## src/hdl/nbmp_pkg.sv

```systemverilog
// Shared types, constants and codes for the naive Bayes mutation posterior core.
`default_nettype none
package nbmp_pkg;

    // Likelihood, prior and posterior width (unsigned Q0.16)
    localparam int PB = 16;

    // Input field widths
    localparam int POS_W  = 9;
    localparam int LMER_W = 8;

    // Table depth defaults
    localparam int DEF_POSITION_DEPTH = 512;
    localparam int DEF_LMER_DEPTH     = 256;

    // Prior reset value: 0.5
    localparam logic [PB-1:0] PRIOR_RESET = 16'h8000;

    // Stream widths
    localparam int IN_TDATA_W  = 56;
    localparam int IN_TUSER_W  = 2;
    localparam int OUT_TDATA_W = 16;

    // Register file
    localparam int CFG_AW = 3;
    localparam int CFG_DW = 32;
    localparam logic REG_PRIOR_MUT   = 1'b0;
    localparam logic REG_PRIOR_MATCH = 1'b1;

    typedef enum logic [1:0] {
        MODE_QUERY   = 2'd0,
        MODE_WR_POS  = 2'd1,
        MODE_WR_LMER = 2'd2
    } t_mode;

    typedef struct packed {
        t_mode              mode;
        logic [POS_W-1:0]   position;
        logic [LMER_W-1:0]  lmer_index;
        logic               position_only;
        logic [PB-1:0]      mut_value;
        logic [PB-1:0]      match_value;
    } t_req;

    // Likelihoods of one query after the table read
    typedef struct packed {
        logic [PB-1:0] pos_mut;
        logic [PB-1:0] pos_match;
        logic [PB-1:0] lmer_mut;
        logic [PB-1:0] lmer_match;
        logic          position_only;
    } t_lik;

    // Class scores ready for the divider
    typedef struct packed {
        logic [2*PB-1:0] num;
        logic [2*PB:0]   den;
        logic            zero;
    } t_frac;

endpackage
`default_nettype wire

```

## src/hdl/nbmp_divider.sv

```systemverilog
// Pipelined restoring divider: one quotient bit per stage, num <= den.
`default_nettype none
module nbmp_divider (
    input  wire                        i_clk,
    input  wire                        i_rst_n,
    input  wire                        i_valid,
    input  nbmp_pkg::t_frac            i_frac,
    output logic                       o_ready,
    output logic                       o_valid,
    output logic [nbmp_pkg::PB-1:0]    o_posterior,
    output logic                       o_undefined,
    input  wire                        i_ready
);

    localparam int PB = nbmp_pkg::PB;
    localparam int RW = 2 * PB + 1;

    logic          r_v    [PB];
    logic [RW-1:0] r_rem  [PB];
    logic [PB-1:0] r_quo  [PB];
    logic [RW-1:0] r_den  [PB];
    logic          r_zero [PB];

    logic          w_load     [PB+1];
    logic          w_src_v    [PB];
    logic [RW-1:0] w_src_rem  [PB];
    logic [PB-1:0] w_src_quo  [PB];
    logic [RW-1:0] w_src_den  [PB];
    logic          w_src_zero [PB];

    assign w_load[PB] = i_ready;
    assign o_ready    = w_load[0];

    for (genvar k = 0; k < PB; k++) begin : g_stage
        logic [RW:0] w_trial;
        logic        w_bit;

        if (k == 0) begin : g_first
            assign w_src_v[k]    = i_valid;
            assign w_src_rem[k]  = {1'b0, i_frac.num};
            assign w_src_quo[k]  = '0;
            assign w_src_den[k]  = i_frac.den;
            assign w_src_zero[k] = i_frac.zero;
        end else begin : g_next
            assign w_src_v[k]    = r_v[k-1];
            assign w_src_rem[k]  = r_rem[k-1];
            assign w_src_quo[k]  = r_quo[k-1];
            assign w_src_den[k]  = r_den[k-1];
            assign w_src_zero[k] = r_zero[k-1];
        end

        assign w_load[k] = !r_v[k] || w_load[k+1];
        assign w_trial   = {w_src_rem[k], 1'b0};
        assign w_bit     = w_trial >= {1'b0, w_src_den[k]};

        always_ff @(posedge i_clk) begin
            if (!i_rst_n) begin
                r_v[k] <= 1'b0;
            end else if (w_load[k]) begin
                r_v[k] <= w_src_v[k];
            end
        end

        // Subtract when the shifted remainder covers the divisor
        always_ff @(posedge i_clk) begin
            if (w_load[k]) begin
                r_rem[k]  <= w_bit ? RW'(w_trial - {1'b0, w_src_den[k]}) : RW'(w_trial);
                r_quo[k]  <= {w_src_quo[k][PB-2:0], w_bit};
                r_den[k]  <= w_src_den[k];
                r_zero[k] <= w_src_zero[k];
            end
        end
    end

    // Zero denominator forces the posterior to 0
    assign o_valid     = r_v[PB-1];
    assign o_posterior = r_zero[PB-1] ? '0 : r_quo[PB-1];
    assign o_undefined = r_zero[PB-1];

endmodule
`default_nettype wire
```

## config.mk

```make
export PLATFORM = sky130hd
export DESIGN_NAME = nbmp_divider
export DESIGN_NICKNAME = d
export VERILOG_FILES = /design/src/hdl/nbmp_pkg.sv /design/src/hdl/nbmp_divider.sv
export SDC_FILE = /design/constraint.sdc
export NUM_CORES = 2
export LEC_CHECK = 0
export ABC_AREA = 1
export BUFFER_PORTS_ARGS = -buffer_cell sky130_fd_sc_hd__buf_2
export CAP_MARGIN = 20
export CORE_MARGIN = 2
export CORE_UTILIZATION = 45
export DETAILED_ROUTE_END_ITERATION = 16
export GPL_TIMING_DRIVEN = 0
export PLACE_DENSITY = 0.59
export SLEW_MARGIN = 25
export SYNTH_ARGS = -nofsm -noshare
export SYNTH_HDL_FRONTEND = slang
export SYNTH_SLANG_ARGS = --single-unit
export TNS_END_PERCENT = 30
```

## constraint.sdc

```tcl
create_clock -name i_clk -period 16.19 [get_ports i_clk]
set_input_delay 4.0475 -clock i_clk [delete_from_list [all_inputs] [get_ports i_clk]]
set_output_delay 4.0475 -clock i_clk [all_outputs]
set_load 0.005 [all_outputs]
```

# [After elaboration in Yosys (flattened, before gate mapping)]
# Memory sizes are Yosys's and may differ from the RTL's.
# Cells that the tools add are included.
[totals] register_bits=0 ramBits=1344 in_bits=70 out_inout_bits=19 wordCells=183 mem_count=5
[memory_table] name="r_den" depth=16 width=33 rd=15 rd_clocked_by_memory_dff=0 wr=16 line="nbmp_divider.sv:21" rtl="logic [RW-1:0] r_den [PB];"
[memory_table] name="r_rem" depth=16 width=33 rd=15 rd_clocked_by_memory_dff=0 wr=16 line="nbmp_divider.sv:19" rtl="logic [RW-1:0] r_rem [PB];"
[memory_table] name="r_quo" depth=16 width=16 rd=16 rd_clocked_by_memory_dff=0 wr=16 line="nbmp_divider.sv:20" rtl="logic [PB-1:0] r_quo [PB];"
[memory_table] name="r_v" depth=16 width=1 rd=16 rd_clocked_by_memory_dff=0 wr=16 line="nbmp_divider.sv:18" rtl="logic r_v [PB];"
[memory_table] name="r_zero" depth=16 width=1 rd=16 rd_clocked_by_memory_dff=0 wr=16 line="nbmp_divider.sv:22" rtl="logic r_zero [PB];"
[op_classes] add_sub_neg=16 n_lt_le_gt_ge=16 n_mux=98 bitwise=16 n_reduce_logical=32
[ops] op="33-bit two-way mux" n=16
[ops] op="33-bit subtractor" n=16
[ops] op="34-bit by 33-bit >= comparator with 1-bit output" n=15
[ops] op="1-bit two-way mux" n=81
[ops] op="33-bit >= comparator" n=1
[ops] op="1-bit logical NOT" n=16
[ops] op="1-bit logical OR" n=16
[ops] op="16-bit two-way mux" n=1
[ops] op="1-bit OR" n=16

# [Longest topological paths before layout]
# An unclocked memory read counts as a cell.
[depth] depth_word=22 mapped_depth=15 mapped_depth_nobuf=14

# [Worst setup path before layout]
# OpenSTA, ideal clock, no wires.
[synth_path] kind="input -> output" start="input i_ready" end="output o_ready" t_arrival_ps=12052 setup_slack_ps=91 stages=10 cell_sequence="inv_1 > nand4_2 > nor2_4 > nand4_4 > nor2_4 > nand4_2 > nor2_1 > nand4_2 > nor2_1 > inv_1"
[synth_lines] item="from (decl)" line="nbmp_divider.sv:12" rtl="input wire i_ready"
[synth_lines] item="to (decl)" line="nbmp_divider.sv:8" rtl="output logic o_ready,"

==> summary.md <==
| Metric | Value |
|---|---|
| Final Skew | `0.02505 ns` |
| Minimum clock period | `12.22 ns` |
| Top_reg_cell synth | `edfxtp_1` |
| Seq/Total Area, Yosys | `between 40 and 50%` |
| Final Hold Viols | `0` |
| Antenna Nets Post-Route | `0` |
| DR pass1 iterations | `6` |
| WHS | `0.4099 ns` |
| Routed WL per cell | `22.00 µm` |
| Worst EP arrival | `between 8 and 9 ns` |
| DP Cell Count | `around 11000` |
| Mapped Avg Cell Area | `8.464 µm²` |
| DIE HEIGHT | `412.7 µm` |
| Largest net degree at the start of global routing | `64` |
| Layout Cells excl Fill | `11410` |
| First-pass GRT wire length | `372800 µm` |
| Ys async rst share | `0%` |
| TritonCTS Buffers | `between 100 and 150` |
| Flop and latch count out of synthesis | `1158` |
| Largest cells by area after synthesis | `edfxtp_1 46%, nand2_1 12%, ha_1 8.8%` |
| WL final | `251100 µm` |
| Num ports | `89` |
| Pwr/cell area | `204.0 mW/mm²` |
| Post-Syn Area | `around 0.075 mm²` |
| Crit path from | `i_ready` |
| Die Width | `about 410 µm` |
| Initial Utilization | `45.44%` |
| Setup violators final | `0` |
| Via/cell ratio | `between 5 and 6` |
| Area delta synth->final | `10.67%` |
| CP Max Fanout | `between 50 and 60` |
| Post-synth top area share | `46.23%` |
| Design area | `a little over 0.08 mm²` |
| Die area | `0.1703 mm²` |
| Yosys cell types | `53` |
| Crit path launch type | `input pin` |
| Slew Viols, Final | `0` |
| Leading area contributor after synthesis | `edfxtp_1` |
| Syn Nets | `9490` |
| # rows | `approximately 150` |
| Met3 GRT Util | `3.840%` |
| Slew headroom | `34.59%` |
| Fraction of layout cells with a size suffix above 1 | `5.997%` |
| Filler Cells Inserted | `around 16000` |
| Clk slew on worst S/H paths | `0.06 ns` |
| Worst setup EP type | `output pin` |
| Ratio of final minimum period to clock period | `75.47%` |
| Vias in the first global route | `between 50000 and 60000` |
| Hold Path Class | `reg2reg` |
| Maxcap violations | `0` |
| TritonCTS clock tree | `built` |
| Cell leakage power | `~0.039 µW` |
| IO Port Bufs | `88` |
| Met2 Track Usage GR | `44.25%` |
| Min-delay src | `r_quo[1][34]` |
| Grt met1 use | `a little over two fifths` |
| Core Area | `0.1654 mm²` |
| RSZ-0062 raised after global routing | `false` |
| Yosys warns | `0` |
| PostCTS Resize Cnt | `0` |
| H-tree levels | `4` |
| Final #Nets | `9731` |
| Outcome | `finished, final reports clean` |
| Worst-Margin Slew | `0.9722 ns` |
| Grt total ovfl | `0` |
| GPL Wtd Cong | `1.000` |
| Cts hold-fix bufs | `0` |
| Worst-skew pair later-pin latency | `0.77 ns` |
| Utilization after layout | `50.29%` |
| Maximum root-to-sink buffer count | `3` |
| GRT Total Usage | `between 20% and 30%` |
| Post-DP Area | `0.07885 mm²` |
| Max Clk Rate | `~0.082 GHz` |
| Grt peak-use layer | `met2` |
| DRC viols | `0` |
| EDFF count, synth | `1157` |
| Synthesized instance count | `between 8000 and 9000` |
| Hpwl dp | `207200 µm` |
| R2R Path Start | `r_v[1][7]` |
| Post-CTS Setup Bufs | `0` |
| DR iter-0 viols | `approximately 5600` |
| Worst vdd ir | `0.1269 mV` |
| Vias | `62480` |
| Most common library cells after synthesis | `2329 x nand2_1, 1173 x inv_1, 1157 x edfxtp_1` |
| Most frequent cell after synthesis | `nand2_1` |
| WP data required | `12.14 ns` |
| Clock root buffer | `clkbuf_16` |
| Initial antenna violation count | `5` |
| CTS Sinks | `1158` |
| Setup CP Type | `in2out` |
-- cell type report --
cell class	instances	area [µm²]	share of cell area [%]
Antenna cell	1	2.502	0.003009
Buffer	144	975.9	1.173
Clock buffer	156	3510	4.220
Clock inverter	81	798.3	0.9598
Inverter	1175	4431	5.327
Multi-Input combinational cell	6401	35060	42.16
Sequential cell	1158	34760	41.80
Tap cell	2189	2739	3.293
Timing Repair Buffer	106	883.3	1.062
-- worst paths after layout --
| check | to | slack [ns] | cells after the start |
|---|---|---|---|
| worst max-delay path | o_ready | 3.97 | 13 |
| worst min-delay path | r_quo[1][51] | 0.41 | 0 |
| worst max register to register | r_rem[0][26] | 11.71 | 10 |
| worst min register to register | r_quo[1][51] | 0.41 | 0 |
-- critical path: stages --
cell	delay (ns)
buf_2	0.10
inv_1	0.13
nand4_4	0.41
nor2_4	0.39
nand4_4	0.42
nor2_4	0.34
nand4_4	0.28
nor2_1	0.33
nand4_4	0.57
nor2_1	0.48
inv_4	0.18
buf_16	0.24
buf_2	0.18
-- per-layer routing --
| metal | wire length [µm] | part of all wire (%) |
|---|---|---|
| met4 | 7607 | 3.0 |
| met1 | 120200 | 48 |
| met5 | 0 | 0 |
| met2 | 108300 | 43 |
| met3 | 14910 | 5.9 |
-- flip-flops by register name (all words and copies together) (netlist names) --
name    cells
r_quo     136
r_zero     16
r_den     495
r_v        16
r_rem     495
-- through the flow --
| stage | worst slack, ns | total power, µW | setup TNS [ns] |
|---|---|---|---|
| after global placement | -4.271 | 13880 | -127.61 |
| after CTS | 3.898 | 16930 | 0 |
| after floorplan | 0.09077 | 10990 | 0 |
| after detailed placement | 3.914 | 13860 | 0 |
| after global routing | 3.642 | 18210 | 0 |
| final | 3.972 | 16970 | 0 |
-- kinds of logic after synthesis --
group	share of synthesized area [%]
adder cells (fa/ha/maj)	9.174
flip-flops	46.26
AND/OR/NAND/NOR	23.22
AO/OA/AOI/OAI	10.10
XOR/XNOR	4.079
buffers and inverters	7.168
-- cells in the final DEF (no fill, tap or decap), types with 19 or more instances in the layout --
cell type | netlist | layout
o21a_1 | 37 | 37
ha_1 | 527 | 527
buf_4 | 30 | 30
o21ai_0 | 412 | 412
clkinv_2 | 0 | 20
a21oi_1 | 666 | 666
buf_2 | 60 | 148
nor2_1 | 717 | 717
o21ai_1 | 22 | 22
edfxtp_1 | 1157 | 1157
nand2_1 | 2329 | 2326
nand4_1 | 120 | 120
clkbuf_1 | 21 | 39
buf_6 | 33 | 33
nor3_1 | 132 | 132
o21bai_1 | 72 | 72
inv_1 | 1173 | 1166
xnor2_1 | 80 | 80
nand3_2 | 19 | 19
xor2_1 | 270 | 270
nand3_1 | 753 | 752
a21o_1 | 67 | 67
clkbuf_16 | 0 | 137
-- power breakdown --
part	switching [µW]	internal, µW
sequential	730	4600
clock	1260	1720
combinational	5800	2850
Power figures use the tool's default switching activity.
