File: src/hdl/nbmp_pkg.sv
// Shared types, constants and codes for the naive Bayes mutation posterior core.
`default_nettype none
package nbmp_pkg;

    // Likelihood, prior and posterior width (unsigned Q0.16)
    localparam int PB = 16;

    // Input field widths
    localparam int POS_W  = 9;
    localparam int LMER_W = 8;

    // Table depth defaults
    localparam int DEF_POSITION_DEPTH = 512;
    localparam int DEF_LMER_DEPTH     = 256;

    // Prior reset value: 0.5
    localparam logic [PB-1:0] PRIOR_RESET = 16'h8000;

    // Stream widths
    localparam int IN_TDATA_W  = 56;
    localparam int IN_TUSER_W  = 2;
    localparam int OUT_TDATA_W = 16;

    // Register file
    localparam int CFG_AW = 3;
    localparam int CFG_DW = 32;
    localparam logic REG_PRIOR_MUT   = 1'b0;
    localparam logic REG_PRIOR_MATCH = 1'b1;

    typedef enum logic [1:0] {
        MODE_QUERY   = 2'd0,
        MODE_WR_POS  = 2'd1,
        MODE_WR_LMER = 2'd2
    } t_mode;

    typedef struct packed {
        t_mode              mode;
        logic [POS_W-1:0]   position;
        logic [LMER_W-1:0]  lmer_index;
        logic               position_only;
        logic [PB-1:0]      mut_value;
        logic [PB-1:0]      match_value;
    } t_req;

    // Likelihoods of one query after the table read
    typedef struct packed {
        logic [PB-1:0] pos_mut;
        logic [PB-1:0] pos_match;
        logic [PB-1:0] lmer_mut;
        logic [PB-1:0] lmer_match;
        logic          position_only;
    } t_lik;

    // Class scores ready for the divider
    typedef struct packed {
        logic [2*PB-1:0] num;
        logic [2*PB:0]   den;
        logic            zero;
    } t_frac;

endpackage
`default_nettype wire

File: src/hdl/nbmp_score.sv
// Class score pipeline: prior product, 4-mer scaling and denominator sum.
`default_nettype none
module nbmp_score (
    input  wire                        i_clk,
    input  wire                        i_rst_n,
    input  wire [nbmp_pkg::PB-1:0]     i_prior_mut,
    input  wire [nbmp_pkg::PB-1:0]     i_prior_match,
    input  wire                        i_valid,
    input  nbmp_pkg::t_lik             i_lik,
    output logic                       o_ready,
    output logic                       o_valid,
    output nbmp_pkg::t_frac            o_frac,
    input  wire                        i_ready
);

    localparam int PB = nbmp_pkg::PB;

    logic            r_v2, r_v3, r_v4, r_v5;
    logic            w_load2, w_load3, w_load4, w_load5;

    logic [2*PB-1:0] r_s2_smut, r_s2_smat;
    logic [PB-1:0]   r_s2_lmut, r_s2_lmat;
    logic            r_s2_use;

    logic [2*PB-1:0] r_s3_smut, r_s3_smat;
    logic [2*PB-1:0] r_s3_mut_hi, r_s3_mut_lo, r_s3_mat_hi, r_s3_mat_lo;
    logic            r_s3_use;

    logic [2*PB-1:0] r_s4_smut, r_s4_smat;

    logic [2*PB-1:0] r_s5_num;
    logic [2*PB:0]   r_s5_den;
    logic            r_s5_zero;

    assign w_load5 = !r_v5 || i_ready;
    assign w_load4 = !r_v4 || w_load5;
    assign w_load3 = !r_v3 || w_load4;
    assign w_load2 = !r_v2 || w_load3;
    assign o_ready = w_load2;

    always_ff @(posedge i_clk) begin
        if (!i_rst_n) begin
            r_v2 <= 1'b0;
            r_v3 <= 1'b0;
            r_v4 <= 1'b0;
            r_v5 <= 1'b0;
        end else begin
            if (w_load2) r_v2 <= i_valid;
            if (w_load3) r_v3 <= r_v2;
            if (w_load4) r_v4 <= r_v3;
            if (w_load5) r_v5 <= r_v4;
        end
    end

    // Position likelihood times prior
    always_ff @(posedge i_clk) begin
        if (w_load2) begin
            r_s2_smut <= (2*PB)'(i_lik.pos_mut) * (2*PB)'(i_prior_mut);
            r_s2_smat <= (2*PB)'(i_lik.pos_match) * (2*PB)'(i_prior_match);
            r_s2_lmut <= i_lik.lmer_mut;
            r_s2_lmat <= i_lik.lmer_match;
            r_s2_use  <= !i_lik.position_only &&
                         ((i_lik.lmer_mut != '0) || (i_lik.lmer_match != '0));
        end
    end

    // Split each score into halves and multiply by the 4-mer likelihood
    always_ff @(posedge i_clk) begin
        if (w_load3) begin
            r_s3_smut   <= r_s2_smut;
            r_s3_smat   <= r_s2_smat;
            r_s3_mut_hi <= (2*PB)'(r_s2_smut[2*PB-1:PB]) * (2*PB)'(r_s2_lmut);
            r_s3_mut_lo <= (2*PB)'(r_s2_smut[PB-1:0]) * (2*PB)'(r_s2_lmut);
            r_s3_mat_hi <= (2*PB)'(r_s2_smat[2*PB-1:PB]) * (2*PB)'(r_s2_lmat);
            r_s3_mat_lo <= (2*PB)'(r_s2_smat[PB-1:0]) * (2*PB)'(r_s2_lmat);
            r_s3_use    <= r_s2_use;
        end
    end

    always_ff @(posedge i_clk) begin
        if (w_load4) begin
            r_s4_smut <= r_s3_use ? (r_s3_mut_hi + (r_s3_mut_lo >> PB)) : r_s3_smut;
            r_s4_smat <= r_s3_use ? (r_s3_mat_hi + (r_s3_mat_lo >> PB)) : r_s3_smat;
        end
    end

    always_ff @(posedge i_clk) begin
        if (w_load5) begin
            r_s5_num  <= r_s4_smut;
            r_s5_den  <= {1'b0, r_s4_smut} + {1'b0, r_s4_smat};
            r_s5_zero <= (r_s4_smut == '0) && (r_s4_smat == '0);
        end
    end

    assign o_valid     = r_v5;
    assign o_frac.num  = r_s5_num;
    assign o_frac.den  = r_s5_den;
    assign o_frac.zero = r_s5_zero;

endmodule
`default_nettype wire

File: config.mk
export PLATFORM = sky130hd
export DESIGN_NAME = nbmp_score
export DESIGN_NICKNAME = d
export VERILOG_FILES = /design/src/hdl/nbmp_pkg.sv /design/src/hdl/nbmp_score.sv
export SDC_FILE = /design/constraint.sdc
export NUM_CORES = 2
export LEC_CHECK = 0
export BUFFER_PORTS_ARGS = -buffer_cell sky130_fd_sc_hd__buf_2
export CORE_AREA = 2 2 463 465
export DETAILED_ROUTE_END_ITERATION = 8
export DIE_AREA = 0 0 465 467
export GPL_TIMING_DRIVEN = 0
export PLACE_DENSITY = 0.41
export SLEW_MARGIN = 20
export SYNTH_ARGS = -nofsm -noshare
export SYNTH_HDL_FRONTEND = slang
export SYNTH_SLANG_ARGS = --single-unit
export TNS_END_PERCENT = 50
File: constraint.sdc
create_clock -name i_clk -period 8.7 [get_ports i_clk]
set_input_delay 1.305 -clock i_clk [delete_from_list [all_inputs] [get_ports i_clk]]
set_output_delay 1.305 -clock i_clk [all_outputs]
set_load 0.05 [all_outputs]
Yosys cells after proc, flatten, opt, wreduce, memory -nomap -nowiden
Cells that the tools add are included.
- register bits: 424
- latch bits: 0
- RAM bits: 0
- memory bits (read-only): 0
- word-level logic and storage cells: 48
- memories: 0
- add/sub/neg operators: 3
- multiply operators: 6
- div/mod/pow operators: 0
- order comparisons: 0
- equal/unequal tests: 0
- shift-type cells: 0
- mux-type cells: 2
- bitwise operators: 0
- reduce and logical (&&, ||, !) cells: 16
- operator list (cell ; count):
    $mul A16 B16 Y32 ; 6
    $add A32 B16 Y32 ; 2
    $logic_not A32 Y1 ; 2
    $mux W32 ; 2
    $add A32 B32 Y33 ; 1
    $reduce_bool A16 Y1 ; 2
    $logic_not A1 Y1 ; 5
    $logic_or A1 B1 Y1 ; 5
    $logic_and A1 B1 Y1 ; 2

Depth between registers and ports, before layout
- depth in word-level cells: 5
- gate-level depth with buffers: 25
- depth with buffers taken out: 23

Worst setup path after synthesis
No wires, ideal clock.
- kind: input port to flip-flop
- from: input i_prior_match[1] (netlist name)
- to: register r_s2_smat[31], data pin
- library setup time: 0.260 ns
- arrival: 6.814 ns
- required time: 8.440 ns
- setup slack: 1.626 ns
- cell stages on the path: 22
- path buffers: 1
- path through: clkbuf_1 > nand2_1 > fa_1 > fa_1 > fa_1 > inv_1 > fa_1 > fa_1 > inv_1 > fa_1 > inv_1 > ha_1 > a21o_1 > a211o_1 > a21oi_1 > o21ai_0 > a211o_1 > o211ai_1 > a311oi_1 > o31ai_1 > nand2b_1 > xnor2_1
- longest elaborated chain between the ends: 1
- RTL lines (what ; line ; source):
    from (decl) ; nbmp_score.sv:7 ; input wire [nbmp_pkg::PB-1:0] i_prior_match,
    $mul A16 B16 Y32 ; nbmp_score.sv:59 ; r_s2_smat <= (2*PB)'(i_lik.pos_match) * (2*PB)'(i_prior_match);
    to (signal assigned) ; nbmp_score.sv:59 ;
    to (decl) ; nbmp_score.sv:21 ; logic [2*PB-1:0] r_s2_smut, r_s2_smat;
No other way between the ends.
A chain may end at the register's enable or synchronous reset.

Worst setup path in the final report
- from: register r_s2_lmat[14]
- to: register r_s3_mat_lo[31], data pin
- longest elaborated chain between the ends: 1
- RTL lines (what ; line ; source):
    from (decl) ; nbmp_score.sv:22 ; logic [PB-1:0] r_s2_lmut, r_s2_lmat;
    from (signal assigned) ; nbmp_score.sv:61 ; r_s2_lmat <= i_lik.lmer_match;
    $mul A16 B16 Y32 ; nbmp_score.sv:75 ; r_s3_mat_lo <= (2*PB)'(r_s2_smat[PB-1:0]) * (2*PB)'(r_s2_lmat);
    to (signal assigned) ; nbmp_score.sv:75 ;
    to (decl) ; nbmp_score.sv:26 ; logic [2*PB-1:0] r_s3_mut_hi, r_s3_mut_lo, r_s3_mat_hi, r_s3_mat_lo;
No other way between the ends.

==> results by group <==
Status
  – Status: completed

Placement
  – Final Wtd Congestion: 0.888
  – DP HPWL: 175000 um
  – I/O Buffers: 168
  – Dpl cell area: 70100 sq um

Final layout
  – Share of layout cells above drive strength 1: 0.0477
  – Final Cell Area: 71800 sq um
  – Fillers: 21900
  – Fin util: 0.339
  – Layout Area Growth over Synthesis: 9.53%
  – Final nets: 8867

Floorplan
  – Die H: 467 um
  – Starting Density: 0.310
  – Core outline area: 212000 sq um
  – Row count: 169
  – Chip Width: 465 um
  – Die area: 217000 sq um
  – Num ports: 169

Yosys
  – Post-synth EDFFs: 388
  – Main synth FF type: edfxtp_1
  – Mean cell area of the mapped netlist: 9.79 sq um
  – Mapped Area: 65500 sq um
  – Sequential area share after synthesis: 0.179
  – Net Count, Synth: 8642
  – Synth Register Bits: 392
  – Netlist cell types: 75
  – Ys async rst share: 0
  – Synth Instances: 6694
  – Synthesis Warnings: 0

Setup path
  – Crit-path max FO: 10
  – Critical path class: flop to flop
  – CP endpoint kind: flop
  – Worst path most repeated cell: fa_1
  – Crit path cell chain: clkbuf_1 > nand2_1 > fa_1 > fa_1 > inv_1 > fa_1 > fa_1 > fa_1 > inv_1 > fa_1 > inv_1 > ha_1 > nand3_1 > nor4b_1 > a311o_1 > a211oi_4 > o21ai_1 > a31oi_1 > o21ai_0 > or3_1 > a31oi_1 > xnor2_1
  – Delay-heaviest family, CP: adder cells
  – Slowest cell on crit path: clkbuf_1
  – Worst path bufs/invs: 4
  – Worst path max stage delay: 0.88 ns
  – Worst endpoint required time: 9.11 ns
  – CP Launch Type: flop
  – CP Data Arrival Time: 8.51 ns

Drt
  – M1 WL: 99500 um
  – DR WL met3: 11600 um
  – Drt wl/cell: 21.4 um
  – Top Layer Used: met5
  – DR WL met2: 92000 um
  – Via-to-Cell Ratio: 4.69
  – Antenna-violating nets left: 0
  – Post-route DRC violation count: 0
  – Detailed Route WL: 209000 um
  – Drt pass-1 iters: 5
  – Via count: 45900
  – DRT iter0 DRCs: 2722

STA
  – RSZ-0062 raised after global routing: false
  – Slew headroom: 0.198
  – Clk_skew: 0.0749 ns
  – Slew @ Worst Pin: 1.19 ns
  – Setup Viol. Count Final: 0
  – Final Cycle Share: 0.932
  – Setup TNS: 0 ns
  – Hold Fails Final Rpt: 0
  – Fmax: 123 MHz
  – Crit path time final: 8.11 ns
  – Max-slew violations: 0

Min path
  – Hold crit path type: flop to flop

GRT
  – Initial antenna violation count: 24
  – GRT Total Usage: 0.195
  – Vias in the first global route: 49600
  – Largest net degree at the start of global routing: 74
  – Global-route wire length before repair: 318000 um
  – Overflow after GRT: 0

CTS
  – CTS buffer count: 49
  – Clock latency at the later pin of the worst-skew pair: 0.69 ns
  – Clk sinks: 392
  – Clock transition at path regs: 0.06 ns
  – Htree depth: 2
  – # hold bufs at CTS: 0
  – CTS tree: done
  – Post-CTS Resized: 0
  – CTS Buffer Depth: 3
  – Root buf cell: clkbuf_16
  – Setup repair bufs after CTS: 0

Flow run
  – Max capacitance violation total: 0
-- state kept, by name (all words and copies together), names as in the netlist, 16 cells and up --
register and flops:
r_s2_smat 32, r_s5_num 32, r_s4_smat 32, r_s3_smut 32, r_s4_smut 32, r_s3_mut_hi 32
r_s3_mat_hi 32, r_s2_lmut 16, r_s2_smut 32, r_s2_lmat 16, r_s3_mut_lo 16, r_s5_den 33
r_s3_smat 32, r_s3_mat_lo 16
-- per-layer routing --
layer | vias to the layer above | GRT usage
li1 | 21100 | -
met1 | 23400 | 0.284
met2 | 1120 | 0.305
met3 | 209 | 0.0255
met4 | 2 | 0.0515
met5 | - | 0
-- cells by family after synthesis --
group,after synthesis,share of synthesized area
xor gates and xnor gates,226,0.0302
buffers and inverters,1638,0.0940
DFF,392,0.179
AOI/OAI and AO/OA,537,0.0529
muxes,32,0.00544
and+or+nand+nor,2022,0.152
adders and majority gates,1847,0.486
-- cell type report --
cell class | count | area, sq um | area share
multi-input cells | 4664 | 47700 | 0.664
flip-flops and latches | 392 | 11700 | 0.163
inverters | 1395 | 5250 | 0.0731
well taps | 2821 | 3530 | 0.0492
clock buffers | 53 | 1240 | 0.0173
repair buffers | 174 | 1010 | 0.0140
plain buffers | 243 | 943 | 0.0131
clock inverters | 38 | 397 | 0.00552
diodes | 10 | 25.0 | 0.000349
-- final timing paths --
check | start | endpoint | slack (ns) | cells past startpoint
min reg2reg | r_s2_use$_DFFE_PP_ | r_s3_use$_DFFE_PP_ | 0.46 | 0
max reg2reg | r_s2_lmat[14]$_DFFE_PP_ | r_s3_mat_lo[31]$_DFFE_PP_ | 0.59 | 22
max | r_s2_lmat[14]$_DFFE_PP_ | r_s3_mat_lo[31]$_DFFE_PP_ | 0.59 | 22
min | r_s2_use$_DFFE_PP_ | r_s3_use$_DFFE_PP_ | 0.46 | 0
-- Yosys cell counts (19+ instances only) --
cell	count	area share
o21a_1	32	0.0037
o21ai_0	92	0.0070
nor4_1	28	0.0027
nand2_1	911	0.052
edfxtp_1	388	0.18
inv_1	1395	0.080
nor2b_1	25	0.0024
a31oi_1	19	0.0018
a211oi_1	19	0.0022
nand3_1	37	0.0028
nor3_1	31	0.0024
ha_1	682	0.13
nor2_1	139	0.0080
and3_1	27	0.0026
nand4_1	24	0.0023
o21bai_1	19	0.0022
xnor2_1	158	0.021
xor2_1	68	0.0091
a21oi_1	186	0.014
mux2_2	29	0.0050
nand2b_1	21	0.0020
fa_1	1165	0.36
clkbuf_1	238	0.014
a21o_1	80	0.0092
and2_1	736	0.070
-- cell usage in the layout, fill, tap and decap left out, drive strengths merged, types with 7 or more instances in the layout --
| cell type | netlist | layout |
|---|---|---|
| and3 | 29 | 29 |
| clkinv | 0 | 23 |
| o21bai | 19 | 19 |
| o211ai | 10 | 10 |
| nand4 | 24 | 24 |
| nand2 | 911 | 911 |
| or3 | 12 | 12 |
| xnor2 | 158 | 158 |
| nand2b | 21 | 21 |
| nand3 | 37 | 37 |
| inv | 1395 | 1399 |
| a21boi | 7 | 7 |
| and2 | 736 | 736 |
| o21a | 32 | 32 |
| a21oi | 186 | 186 |
| xor2 | 68 | 68 |
| or2 | 8 | 8 |
| fa | 1165 | 1165 |
| nor3 | 31 | 31 |
| o41ai | 7 | 7 |
| clkinvlp | 0 | 7 |
| nor4 | 28 | 28 |
| nor2b | 25 | 25 |
| and4 | 10 | 10 |
| diode | 0 | 10 |
| mux2 | 29 | 29 |
| edfxtp | 388 | 388 |
| buf | 5 | 179 |
| clkbuf | 238 | 291 |
| a21o | 84 | 84 |
| o21ai | 93 | 93 |
| a211oi | 21 | 21 |
| ha | 682 | 682 |
| a31oi | 19 | 19 |
| nor2 | 139 | 139 |
-- stage by stage --
step | instances | hold slack [ns] | worst slack (ns)
after floorplan | 6694 | 0.400 | 1.63
after global placement | 9683 | 0.457 | 0.201
after CTS | 9780 | 0.487 | 0.193
after detailed placement | 9689 | 0.475 | 0.251
after global routing | 9782 | 0.484 | 0.179
final | 9790 | 0.461 | 0.591
Power is not shown: default switching activity piles up to over one toggle a cycle in this logic, so the estimate is an artifact.
